<file path="config.mk">
export PLATFORM = sky130hd
export DESIGN_NAME = unix_time_to_calendar_date
export DESIGN_NICKNAME = d
export VERILOG_FILES = /design/src/rtl/utcd_pkg.sv /design/src/rtl/unix_time_to_calendar_date.sv /design/src/rtl/utcd_alu.sv /design/src/rtl/utcd_year.sv
export SDC_FILE = /design/constraint.sdc
export NUM_CORES = 1
export LEC_CHECK = 0
export BUFFER_PORTS_ARGS = -buffer_cell sky130_fd_sc_hd__buf_2
export CAP_MARGIN = 20
export CORE_ASPECT_RATIO = 1.1
export CORE_MARGIN = 1.5
export CORE_UTILIZATION = 60
export CTS_BUF_LIST = sky130_fd_sc_hd__clkbuf_16
export DETAILED_ROUTE_END_ITERATION = 8
export GPL_TIMING_DRIVEN = 0
export PLACE_DENSITY = 0.77
export SETUP_SLACK_MARGIN = 0.4
export SLEW_MARGIN = 25
export SYNTH_ARGS = -nofsm -noshare
export SYNTH_HDL_FRONTEND = slang
export SYNTH_HIERARCHICAL = 1
export SYNTH_SLANG_ARGS = --single-unit
</file>
<file path="constraint.sdc">
create_clock -name clk -period 6 [get_ports clk]
set_input_delay 1.2 -clock clk [delete_from_list [all_inputs] [get_ports clk]]
set_output_delay 1.2 -clock clk [all_outputs]
set_load 0.05 [all_outputs]
</file>
<file path="src/rtl/utcd_pkg.sv">
package utcd_pkg;

	localparam int unsigned ALU_W  = 32;
	localparam int unsigned DAYS_W = 16;
	localparam int unsigned YEAR_W = 12;
	localparam int unsigned CNT_W  = 4;

	localparam logic [ALU_W-1:0] DAY_SECS  = 32'd86400;
	localparam logic [ALU_W-1:0] HOUR_SECS = 32'd3600;
	localparam logic [ALU_W-1:0] MIN_SECS  = 32'd60;

	// Quotient widths less one: days < 2^16, hours < 2^5, minutes < 2^6.
	localparam logic [CNT_W-1:0] DAY_STEPS  = 4'd15;
	localparam logic [CNT_W-1:0] HOUR_STEPS = 4'd4;
	localparam logic [CNT_W-1:0] MIN_STEPS  = 4'd5;

	localparam logic [ALU_W-1:0] DAY_DVS  = DAY_SECS << 15;
	localparam logic [ALU_W-1:0] HOUR_DVS = HOUR_SECS << 4;
	localparam logic [ALU_W-1:0] MIN_DVS  = MIN_SECS << 5;

	localparam logic [YEAR_W-1:0] EPOCH_YEAR = 12'd1970;
	localparam logic [1:0] EPOCH_MOD4   = 2'd2;
	localparam logic [6:0] EPOCH_MOD100 = 7'd70;
	localparam logic [8:0] EPOCH_MOD400 = 9'd370;

	localparam logic [8:0] DAYS_LEAP   = 9'd366;
	localparam logic [8:0] DAYS_COMMON = 9'd365;

	localparam logic [3:0] MONTH_JAN  = 4'd0;
	localparam logic [3:0] MONTH_FEB  = 4'd1;
	localparam logic [3:0] MONTH_APR  = 4'd3;
	localparam logic [3:0] MONTH_JUN  = 4'd5;
	localparam logic [3:0] MONTH_SEP  = 4'd8;
	localparam logic [3:0] MONTH_NOV  = 4'd10;
	localparam logic [3:0] MONTH_LAST = 4'd11;

	typedef enum logic [5:0] {
		ST_IDLE  = 6'b000001,
		ST_DAY   = 6'b000010,
		ST_HOUR  = 6'b000100,
		ST_MIN   = 6'b001000,
		ST_YEAR  = 6'b010000,
		ST_MONTH = 6'b100000
	} state_t;

	typedef struct packed {
		logic load;
		logic step;
	} year_ctrl_t;

	function automatic logic [4:0] month_days(input logic leap, input logic [3:0] month);
		logic [4:0] len;
		case (month)
			MONTH_FEB: len = leap ? 5'd29 : 5'd28;
			MONTH_APR, MONTH_JUN, MONTH_SEP, MONTH_NOV: len = 5'd30;
			default: len = 5'd31;
		endcase
		return len;
	endfunction

endpackage

</file>
<file path="src/rtl/unix_time_to_calendar_date.sv">
// After acceptance the sequencer divides out days, then hours, then minutes, then
// removes whole years from 1970 and then whole months, and raises done at the end.
// Throughput: one transaction at a time; busy stays high until the strobe cycle,
// set by one shared subtract/compare unit walked through division, year and month steps.
// Results show for one cycle with done high; the receiver cannot stall them.
// Reset (arst_n low, asynchronous) returns the sequencer to idle and drops done.
module unix_time_to_calendar_date
	import utcd_pkg::*;
(
	input  logic        clk,
	input  logic        arst_n,
	input  logic        start,
	output logic        busy,
	input  logic [31:0] epoch_seconds,
	output logic        done,
	output logic [5:0]  sec_of_minute,
	output logic [5:0]  min_of_hour,
	output logic [4:0]  hour_of_day,
	output logic [4:0]  day_of_month,
	output logic [3:0]  month_of_year,
	output logic [11:0] calendar_year
);

	state_t             state_q;
	logic               done_q;
	logic [CNT_W-1:0]   cnt_q;
	logic [ALU_W-1:0]   rem_q;      // running remainder of the seconds divisions
	logic [ALU_W-1:0]   dvs_q;      // divisor, shifted right one place per step
	logic [DAYS_W-1:0]  days_q;     // day quotient, then days left in year/month
	logic [4:0]         hour_q;
	logic [5:0]         min_q;
	logic [3:0]         mon_q;

	logic [ALU_W-1:0]   alu_a;
	logic [ALU_W-1:0]   alu_b;
	logic [ALU_W-1:0]   alu_diff;
	logic               alu_ge;
	logic               accept;
	logic               leap;
	logic [YEAR_W-1:0]  year;
	year_ctrl_t         year_ctrl;

	assign accept = start && (state_q == ST_IDLE);

	// Steer the shared unit: divisions use the remainder and shifted divisor,
	// the calendar walk uses the day count against a year or month length.
	always_comb begin
		case (state_q)
			ST_YEAR: begin
				alu_a = {{(ALU_W-DAYS_W){1'b0}}, days_q};
				alu_b = {{(ALU_W-9){1'b0}}, (leap ? DAYS_LEAP : DAYS_COMMON)};
			end
			ST_MONTH: begin
				alu_a = {{(ALU_W-DAYS_W){1'b0}}, days_q};
				alu_b = {{(ALU_W-5){1'b0}}, month_days(leap, mon_q)};
			end
			default: begin
				alu_a = rem_q;
				alu_b = dvs_q;
			end
		endcase
	end

	utcd_alu u_alu (
		.a    (alu_a),
		.b    (alu_b),
		.diff (alu_diff),
		.ge   (alu_ge)
	);

	// Restart the year counter on a new transaction; advance it per whole year removed.
	assign year_ctrl.load = accept;
	assign year_ctrl.step = (state_q == ST_YEAR) && alu_ge;

	utcd_year u_year (
		.clk    (clk),
		.arst_n (arst_n),
		.ctrl   (year_ctrl),
		.year   (year),
		.leap   (leap)
	);

	// Sequencer control state.
	always_ff @(posedge clk or negedge arst_n) begin
		if (!arst_n) begin
			state_q <= ST_IDLE;
			done_q  <= 1'b0;
			cnt_q   <= '0;
		end else begin
			done_q <= 1'b0;
			case (state_q)
				ST_IDLE: begin
					if (start) begin
						state_q <= ST_DAY;
						cnt_q   <= DAY_STEPS;
					end
				end
				ST_DAY: begin
					cnt_q <= cnt_q - 4'd1;
					if (cnt_q == '0) begin
						state_q <= ST_HOUR;
						cnt_q   <= HOUR_STEPS;
					end
				end
				ST_HOUR: begin
					cnt_q <= cnt_q - 4'd1;
					if (cnt_q == '0) begin
						state_q <= ST_MIN;
						cnt_q   <= MIN_STEPS;
					end
				end
				ST_MIN: begin
					cnt_q <= cnt_q - 4'd1;
					if (cnt_q == '0) begin
						state_q <= ST_YEAR;
					end
				end
				ST_YEAR: begin
					// Stop once fewer days remain than this year holds.
					if (!alu_ge) begin
						state_q <= ST_MONTH;
					end
				end
				ST_MONTH: begin
					// December takes whatever is left; otherwise stop on a short remainder.
					if (!alu_ge || (mon_q == MONTH_LAST)) begin
						state_q <= ST_IDLE;
						done_q  <= 1'b1;
					end
				end
				default: begin
					state_q <= ST_IDLE;
				end
			endcase
		end
	end

	// Datapath registers; no reset needed.
	always_ff @(posedge clk) begin
		case (state_q)
			ST_IDLE: begin
				if (start) begin
					rem_q  <= epoch_seconds;
					dvs_q  <= DAY_DVS;
					days_q <= '0;
				end
			end
			ST_DAY: begin
				if (alu_ge) begin
					rem_q <= alu_diff;
				end
				days_q <= {days_q[DAYS_W-2:0], alu_ge};
				dvs_q  <= (cnt_q == '0) ? HOUR_DVS : (dvs_q >> 1);
				hour_q <= '0;
			end
			ST_HOUR: begin
				if (alu_ge) begin
					rem_q <= alu_diff;
				end
				hour_q <= {hour_q[3:0], alu_ge};
				dvs_q  <= (cnt_q == '0) ? MIN_DVS : (dvs_q >> 1);
				min_q  <= '0;
			end
			ST_MIN: begin
				if (alu_ge) begin
					rem_q <= alu_diff;
				end
				min_q <= {min_q[4:0], alu_ge};
				dvs_q <= dvs_q >> 1;
				mon_q <= MONTH_JAN;
			end
			ST_YEAR: begin
				if (alu_ge) begin
					days_q <= alu_diff[DAYS_W-1:0];
				end
			end
			ST_MONTH: begin
				if (alu_ge && (mon_q != MONTH_LAST)) begin
					days_q <= alu_diff[DAYS_W-1:0];
					mon_q  <= mon_q + 4'd1;
				end
			end
			default: begin
				rem_q <= rem_q;
			end
		endcase
	end

	assign busy          = (state_q != ST_IDLE);
	assign done          = done_q;
	assign sec_of_minute = rem_q[5:0];
	assign min_of_hour   = min_q;
	assign hour_of_day   = hour_q;
	assign day_of_month  = days_q[4:0] + 5'd1;
	assign month_of_year = mon_q + 4'd1;
	assign calendar_year = year;

endmodule

</file>
<file path="src/rtl/utcd_alu.sv">
module utcd_alu
	import utcd_pkg::*;
(
	input  logic [ALU_W-1:0] a,
	input  logic [ALU_W-1:0] b,
	output logic [ALU_W-1:0] diff,
	output logic             ge
);

	logic [ALU_W:0] full;

	// One subtractor: the borrow out is the compare.
	assign full = {1'b0, a} - {1'b0, b};
	assign diff = full[ALU_W-1:0];
	assign ge   = ~full[ALU_W];

endmodule

</file>
<file path="src/rtl/utcd_year.sv">
module utcd_year
	import utcd_pkg::*;
(
	input  logic              clk,
	input  logic              arst_n,
	input  year_ctrl_t        ctrl,
	output logic [YEAR_W-1:0] year,
	output logic              leap
);

	logic [YEAR_W-1:0] year_q;
	logic [1:0]        mod4_q;
	logic [6:0]        mod100_q;
	logic [8:0]        mod400_q;

	always_ff @(posedge clk or negedge arst_n) begin
		if (!arst_n) begin
			year_q   <= EPOCH_YEAR;
			mod4_q   <= EPOCH_MOD4;
			mod100_q <= EPOCH_MOD100;
			mod400_q <= EPOCH_MOD400;
		end else if (ctrl.load) begin
			year_q   <= EPOCH_YEAR;
			mod4_q   <= EPOCH_MOD4;
			mod100_q <= EPOCH_MOD100;
			mod400_q <= EPOCH_MOD400;
		end else if (ctrl.step) begin
			year_q   <= year_q + 12'd1;
			mod4_q   <= mod4_q + 2'd1;
			mod100_q <= (mod100_q == 7'd99) ? 7'd0 : mod100_q + 7'd1;
			mod400_q <= (mod400_q == 9'd399) ? 9'd0 : mod400_q + 9'd1;
		end
	end

	assign year = year_q;
	assign leap = ((mod4_q == 2'd0) && (mod100_q != 7'd0)) || (mod400_q == 9'd0);

endmodule

</file>
# Word level (Yosys, flattened, before mapping)

Cells that the tools add are included.

Add/sub/neg operators: 8
$mul: 0
Divide/modulo/power cells: 0
$lt $le $gt $ge: 0
Eq/ne operators: 25
Shifts and indexed selects: 0
Muxes and demuxes: 43
Bitwise operators: 1
Reductions and logical operators: 25

Operators with widths:

| operator              | count |
|---|---|
| $mux 32               | 4 |
| $pmux 32 s2           | 2 |
| $pmux 32 s4           | 1 |
| $pmux 16 s4           | 1 |
| $mux 31               | 2 |
| $mux 16               | 3 |
| $mux 6                | 6 |
| $pmux 6 s6            | 1 |
| $sub 32x32->33        | 1 |
| $mux 9                | 3 |
| $mux 12               | 2 |
| $mux 7                | 3 |
| $mux 4                | 4 |
| $ne 2x2->1 const B    | 8 |
| $pmux 4 s4            | 1 |
| $add 12x1->12 const B | 1 |
| $eq 4x4->1 const B    | 3 |
| $pmux 6 s2            | 1 |
| $pmux 5 s2            | 1 |
| $reduce_bool 2->1     | 5 |
| $add 9x1->9 const B   | 1 |
| $eq 9x9->1 const B    | 1 |
| $logic_not 9->1       | 1 |
| $pmux 4 s2            | 1 |
| other kinds (35)      | 45 |

Flip-flop bits (word level): 136
Bits in latches: 0
Memory bits (writable): 0
Memory bits (read-only): 0
Input bits: 35
Output and inout port bits: 40
Logic and storage cells: 115
Memories: 0

# Logic depth before layout (Yosys ltp)

Word-level depth: 11
Mapped depth: 25
Mapped depth without buffers: 22

# By module

Netlist, hierarchy kept.

Modules (own cells, without submodules):

| module                     | times used | cells an instance | area each (um^2) | sequential area each (um^2) |
|---|---|---|---|---|
| unix_time_to_calendar_date | 1          | 501               | 5280.1           | 3129.3 |
| utcd_year                  | 1          | 182               | 1729.2           | 770.7 |
| utcd_alu                   | 1          | 244               | 1710.4           | 0.0 |

# Least setup slack after synthesis

OpenSTA, ideal clock, no wires.

Path type: reg2reg
Start point: reg u_year.mod100_q[3]
End point: reg days_q[0], enable pin
Setup time: 399 ps
Arrival: 4554 ps
Required time: 5601 ps
Setup slack: 1047 ps
Cell stages (with the launch flop): 20
Buffers on the path: 1
Clock period less this slack: 4953 ps
Cells stage by stage: dfrtp_1 -> or3_1 -> o41ai_1 -> o21ai_1 -> nor2b_1 -> nor3b_1 -> o31ai_1 -> ha_1 -> fa_1 -> nor2b_1 -> o31a_1 -> o2bb2ai_4 -> o22ai_2 -> a31oi_1 -> o21ai_1 -> a31oi_1 -> o21ai_1 -> clkbuf_1 -> o211ai_1 -> a31oi_1

Cells in the longest elaborated chain, start to end: 11
Elaborated cells between the ends (all ways): 13
Classes of those cells: 1 x add/sub; 2 x eq/ne; 4 x mux; 1 x bitwise; 5 x reduce/logical

Ends and longest elaborated chain:

| item                         | RTL line                          | source |
|---|---|---|
| start: declaration           | utcd_year.sv:13                   | `logic [6:0] mod100_q;` |
| start signal: assignment     | utcd_year.sv:30                   | `mod100_q <= (mod100_q == 7'd99) ? 7'd0 : mod100_q + 7'd1;` |
| $reduce_bool 7->1 *          | utcd_year.sv:36                   | `assign leap = ((mod4_q == 2'd0) && (mod100_q != 7'd0)) \|\| (mod400_q == 9'd0);` |
| $logic_and 1x1->1 *          | utcd_year.sv:36                   |  |
| $logic_or 1x1->1 *           | utcd_year.sv:36                   |  |
| net leap                     | unix_time_to_calendar_date.sv:39  | `logic leap;` |
| $mux 1                       | utcd_pkg.sv:54                    | `MONTH_FEB: len = leap ? 5'd29 : 5'd28;` |
| $pmux 2 s2                   | utcd_pkg.sv:53                    | `case (month)` |
| $pmux 32 s2 *                | unix_time_to_calendar_date.sv:48  | `case (state_q)` |
| net alu_b[0]                 | unix_time_to_calendar_date.sv:35  | `logic [ALU_W-1:0] alu_b;` |
| $sub 32x32->33 *             | utcd_alu.sv:13                    | `assign full = {1'b0, a} - {1'b0, b};` |
| $not 1->1 *                  | utcd_alu.sv:15                    | `assign ge = ~full[ALU_W];` |
| net alu_ge                   | unix_time_to_calendar_date.sv:37  | `logic alu_ge;` |
| $logic_and 1x1->1 *          | unix_time_to_calendar_date.sv:178 | `if (alu_ge && (mon_q != MONTH_LAST)) begin` |
| $ne 2x2->1 (no line) *       | n/a                               |  |
| $reduce_and 4->1 (no line) * | n/a                               |  |
| end signal: assignment       | unix_time_to_calendar_date.sv:152 | `days_q <= {days_q[DAYS_W-2:0], alu_ge};` |
| end signal: assignment       | unix_time_to_calendar_date.sv:174 | `days_q <= alu_diff[DAYS_W-1:0];` |
| end signal: assignment       | unix_time_to_calendar_date.sv:179 | `days_q <= alu_diff[DAYS_W-1:0];` |
| end: declaration             | unix_time_to_calendar_date.sv:29  | `logic [DAYS_W-1:0] days_q;` |

Mark *: on every way through the listed nets, which the timed path passes. The rest lies on a longest branch.
A chain may end at the register's enable or synchronous reset.

==> results.toml <==
[drt]
drc = 0
viasPerCell = 5.79
wl_um = 20300
avgRoutedWirePerCell_um = 16.5
final_antenna_net_count = 0
drtIter0Drc = 542
drt_first_pass_iters = 6
vias = 7119

[setup_path]
start_kind = "register"
path_cells = "or3_4, o41ai_2, o21ai_2, nor2b_1, nor3b_1, o31ai_1, ha_1, fa_1, nor2b_1, o31a_1, o2bb2ai_4, o22ai_4, a31oi_2, o21ai_2, a31oi_1, o21ai_1, buf_4, and3_1, buf_4, inv_2, or4_1, a31oi_1"
required_ns = 6.34
max_stage_delay_ns = 0.51
endpoint_kind = "register"
cp.arrival_ns = 5.68
r2r_end = "u_year/mod100_q[5]$_DFFE_PN0P_"
r2r_cells = 22
r2r-start = "u_year/mod100_q[3]$_DFFE_PN0P_"
crit_type = "register to register"
critPathMaxFanout = 10
r2r_slack_ns = 0.65
cp_slowest_cell = "or4_1"

[sta]
finalSetupViolCount = 0
worst_slew_pin_slew_ns = 0.881
finalCriticalPeriod_ns = 5.35
holdWs_ns = 0.500
fin_skew_ns = 0.00873
rsz0062_at_grt = "no"
fin_crit_sh_pct = 89.1
timing.final.ws_setup_ns = 0.653
maxSlewHeadroom_pct = 41.3
max_freq_mhz = 187
maxSlewViolCount = 0
finalHoldViolCount = 0

[clocking]
clk_latency_ns = 0.43
cts_sinks = 136
path_clk_slew_ns = 0.06
ctsRootBufferMaster = "clkbuf_16"
h-tree-depth = 4
clock_path_buffers = 2
cts_made_buffers = 17
cts_tree = "built"

[cells_and_area]
layout-drive-gt1-share_pct = 18.9
fin_area_um2 = 10100
fillers = 1123
antenna_cells = 0
finish.utilization_pct = 70.4
multiInputGateArea_um2 = 4410
area_growth_pct = 15.7
seqCellArea_um2 = 3900
nets = 1106

[placed_design]
dp_slack_ns = 0.0700
dpl-instance-area_um2 = 9380
hpwlAfterDp_um = 14100
routabilityCongestion = 0.890
port_buffers = 74

[logic_synthesis]
yosys-top-cells-area = "edfxtp_1, nand2_1, dfrtp_1"
ys.flop_type = "edfxtp_1"
synth_warnings = 6
synth_top_area_cell = "edfxtp_1"
synth_nets = 1008
synth_top_area_share_pct = 32.7
synth.distinct_cells = 88
ys_seq_area_share_pct = 44.7
synth_edf_count = 95
postSynthCellCount = 927
netlist_area_um2 = 8720
syn_area_per_cell_um2 = 9.41
synth-async-reset-ratio_pct = 30.1
synth_seq_cells = 136

[grt]
grt_pass1_vias = 6644
grt_overflow = 0
grtUsageTotal_pct = 27.0
grt_pass1_wl_um = 32600
grt_start_max_net_pins = 42
antenna_found_initial = 0

[min_path]
hold_depth = 2
holdCritPathClass = "register to register"
hold_start = "u_year/mod400_q[8]$_DFFE_PN1P_"
hold_path_end = "u_year/mod400_q[8]$_DFFE_PN1P_"

[floorplan]
die_h_um = 129
pin_count = 75
core_um2 = 14300
rows = 46
start_util_pct = 60.8
dieArea_um2 = 15300
die_x_um = 118

[power]
vdd_drop_max_mv = 0.240
power.leakage_nw = 4.52
p_per_area_nw_per_um2 = 612

[run_status]
outcome = "finished, final reports clean"

[job]
maxCapViolCount = 0
==> worst max-delay path: cells and delay by family (launching register included) <==
| kind | cells | cell delay, ns |
|---|---|---|
| AO/OA/AOI/OAI | 11 | 2.02 |
| AND/OR/NAND/NOR | 6 | 1.62 |
| adder cells (fa/ha/maj) | 2 | 0.66 |
| buffers and inverters | 3 | 0.49 |
| flip-flops | 1 | 0.46 |
==> synth_stat cells, types with 3 or more instances <==
| library cell | instances |
|---|---|
| a22o_1 | 15 |
| nor3_1 | 8 |
| nor3b_1 | 3 |
| a21oi_2 | 3 |
| dfstp_2 | 17 |
| edfxtp_1 | 95 |
| buf_4 | 7 |
| a41oi_1 | 3 |
| and3_1 | 26 |
| nand2_1 | 200 |
| or4_1 | 8 |
| or3_1 | 6 |
| nand2b_1 | 7 |
| nor2_1 | 31 |
| nor2b_1 | 8 |
| a21oi_1 | 45 |
| a21o_1 | 14 |
| buf_6 | 3 |
| buf_2 | 16 |
| mux2i_1 | 4 |
| xor2_1 | 19 |
| o21a_1 | 13 |
| dfrtp_1 | 24 |
| a211oi_1 | 3 |
| and2_1 | 52 |
| a31oi_1 | 7 |
| nand3b_1 | 4 |
| o31ai_1 | 14 |
| inv_1 | 59 |
| xnor2_1 | 22 |
| o21ai_0 | 18 |
| nand4_1 | 9 |
| nand3_1 | 24 |
| clkbuf_1 | 17 |
| o211ai_1 | 7 |
| o21ai_1 | 10 |
| ha_1 | 45 |
==> stage by stage <==
stage | instances | power (mW) | setup TNS [ns]
6_report | 1230 | 6.17 | 0
5_1_grt | 1230 | 6.58 | 0
4_1_cts | 1228 | 6.10 | 0
3_5_place_dp | 1195 | 4.93 | 0
3_3_place_gp | 1193 | 4.83 | -12.86
2_1_floorplan | 927 | 4.18 | 0
==> worst max path at each step <==
stage,endpoint,cells past startpoint,start
after floorplan,days_q[0]$_DFFE_PP_,19,u_year/mod100_q[3]$_DFFE_PN0P_
after detailed placement,u_year/year[11]$_DFFE_PN0P_,22,state_q[2]$_DFFE_PN0P_
after global placement,days_q[15]$_DFFE_PP_,19,state_q[2]$_DFFE_PN0P_
final,u_year/mod100_q[5]$_DFFE_PN0P_,22,u_year/mod100_q[3]$_DFFE_PN0P_
after global routing,u_year/mod100_q[5]$_DFFE_PN0P_,22,u_year/mod100_q[3]$_DFFE_PN0P_
after CTS,u_year/year[11]$_DFFE_PN0P_,22,u_year/mod100_q[3]$_DFFE_PN0P_
==> repair_timing <==
item | in CTS | in global routing
pin swaps | 1 | 3
gates resized for setup | 3 | 13
cloned | 0 | 0
setup endpoints to repair | 52 | 38
buffers inserted | 1 | 2
hold buffers | 0 | 0
==> power breakdown <==
part / switching (mW) / internal (mW)
Clock: 0.405 / 0.731
Sequential: 0.158 / 1.49
Combinational: 2.10 / 1.28
==> registers in the layout, summed over array words and instances (netlist names), 2 cells and up <==
name,count
dvs_q,32
rem_q,32
days_q,16
u_year/year,12
u_year/mod400_q,9
u_year/mod100_q,7
min_of_hour,6
state_q,6
hour_of_day,5
cnt_q,4
mon_q,4
u_year/mod4_q,2
==> logic make-up (layout without fill, tap and decap cells) <==
family	after synthesis	in the layout	share of synthesized area, %
fa+ha+maj	46	46	6.69
simple gates	405	405	22.9
compound gates	188	188	15.5
mux	6	6	0.717
xor+xnor	41	41	4.12
flops	136	136	44.7
buf+inv	105	216	5.31
==> area by class of cell <==
class	count	share of cell area, %
Buffer	44	2.39
Clock inverter	15	2.05
Multi-Input combinational cell	686	43.8
Timing Repair Buffer	79	4.24
Clock buffer	17	4.22
Inverter	61	2.27
Sequential cell	136	38.7
Tap cell	192	2.38
==> layer usage <==
layer  global-route usage (%)  vias up  wire (um)
li1                         -     3463          -
met1                     34.7     3411       8980
met2                     45.6      202       9830
met3                     5.33       43       1000
met4                     10.0        0        502
met5                        0        -          0
==> cells in the final DEF, fill, tap and decap left out, types with 22 or more instances in the layout <==
| master | count |
|---|---|
| dfrtp_1 | 23 |
| xnor2_1 | 22 |
| buf_2 | 89 |
| a21oi_1 | 45 |
| and3_1 | 26 |
| edfxtp_1 | 95 |
| and2_1 | 52 |
| inv_1 | 59 |
| nor2_1 | 31 |
| ha_1 | 45 |
| nand3_1 | 24 |
| nand2_1 | 199 |
Power figures use the tool's default switching activity.
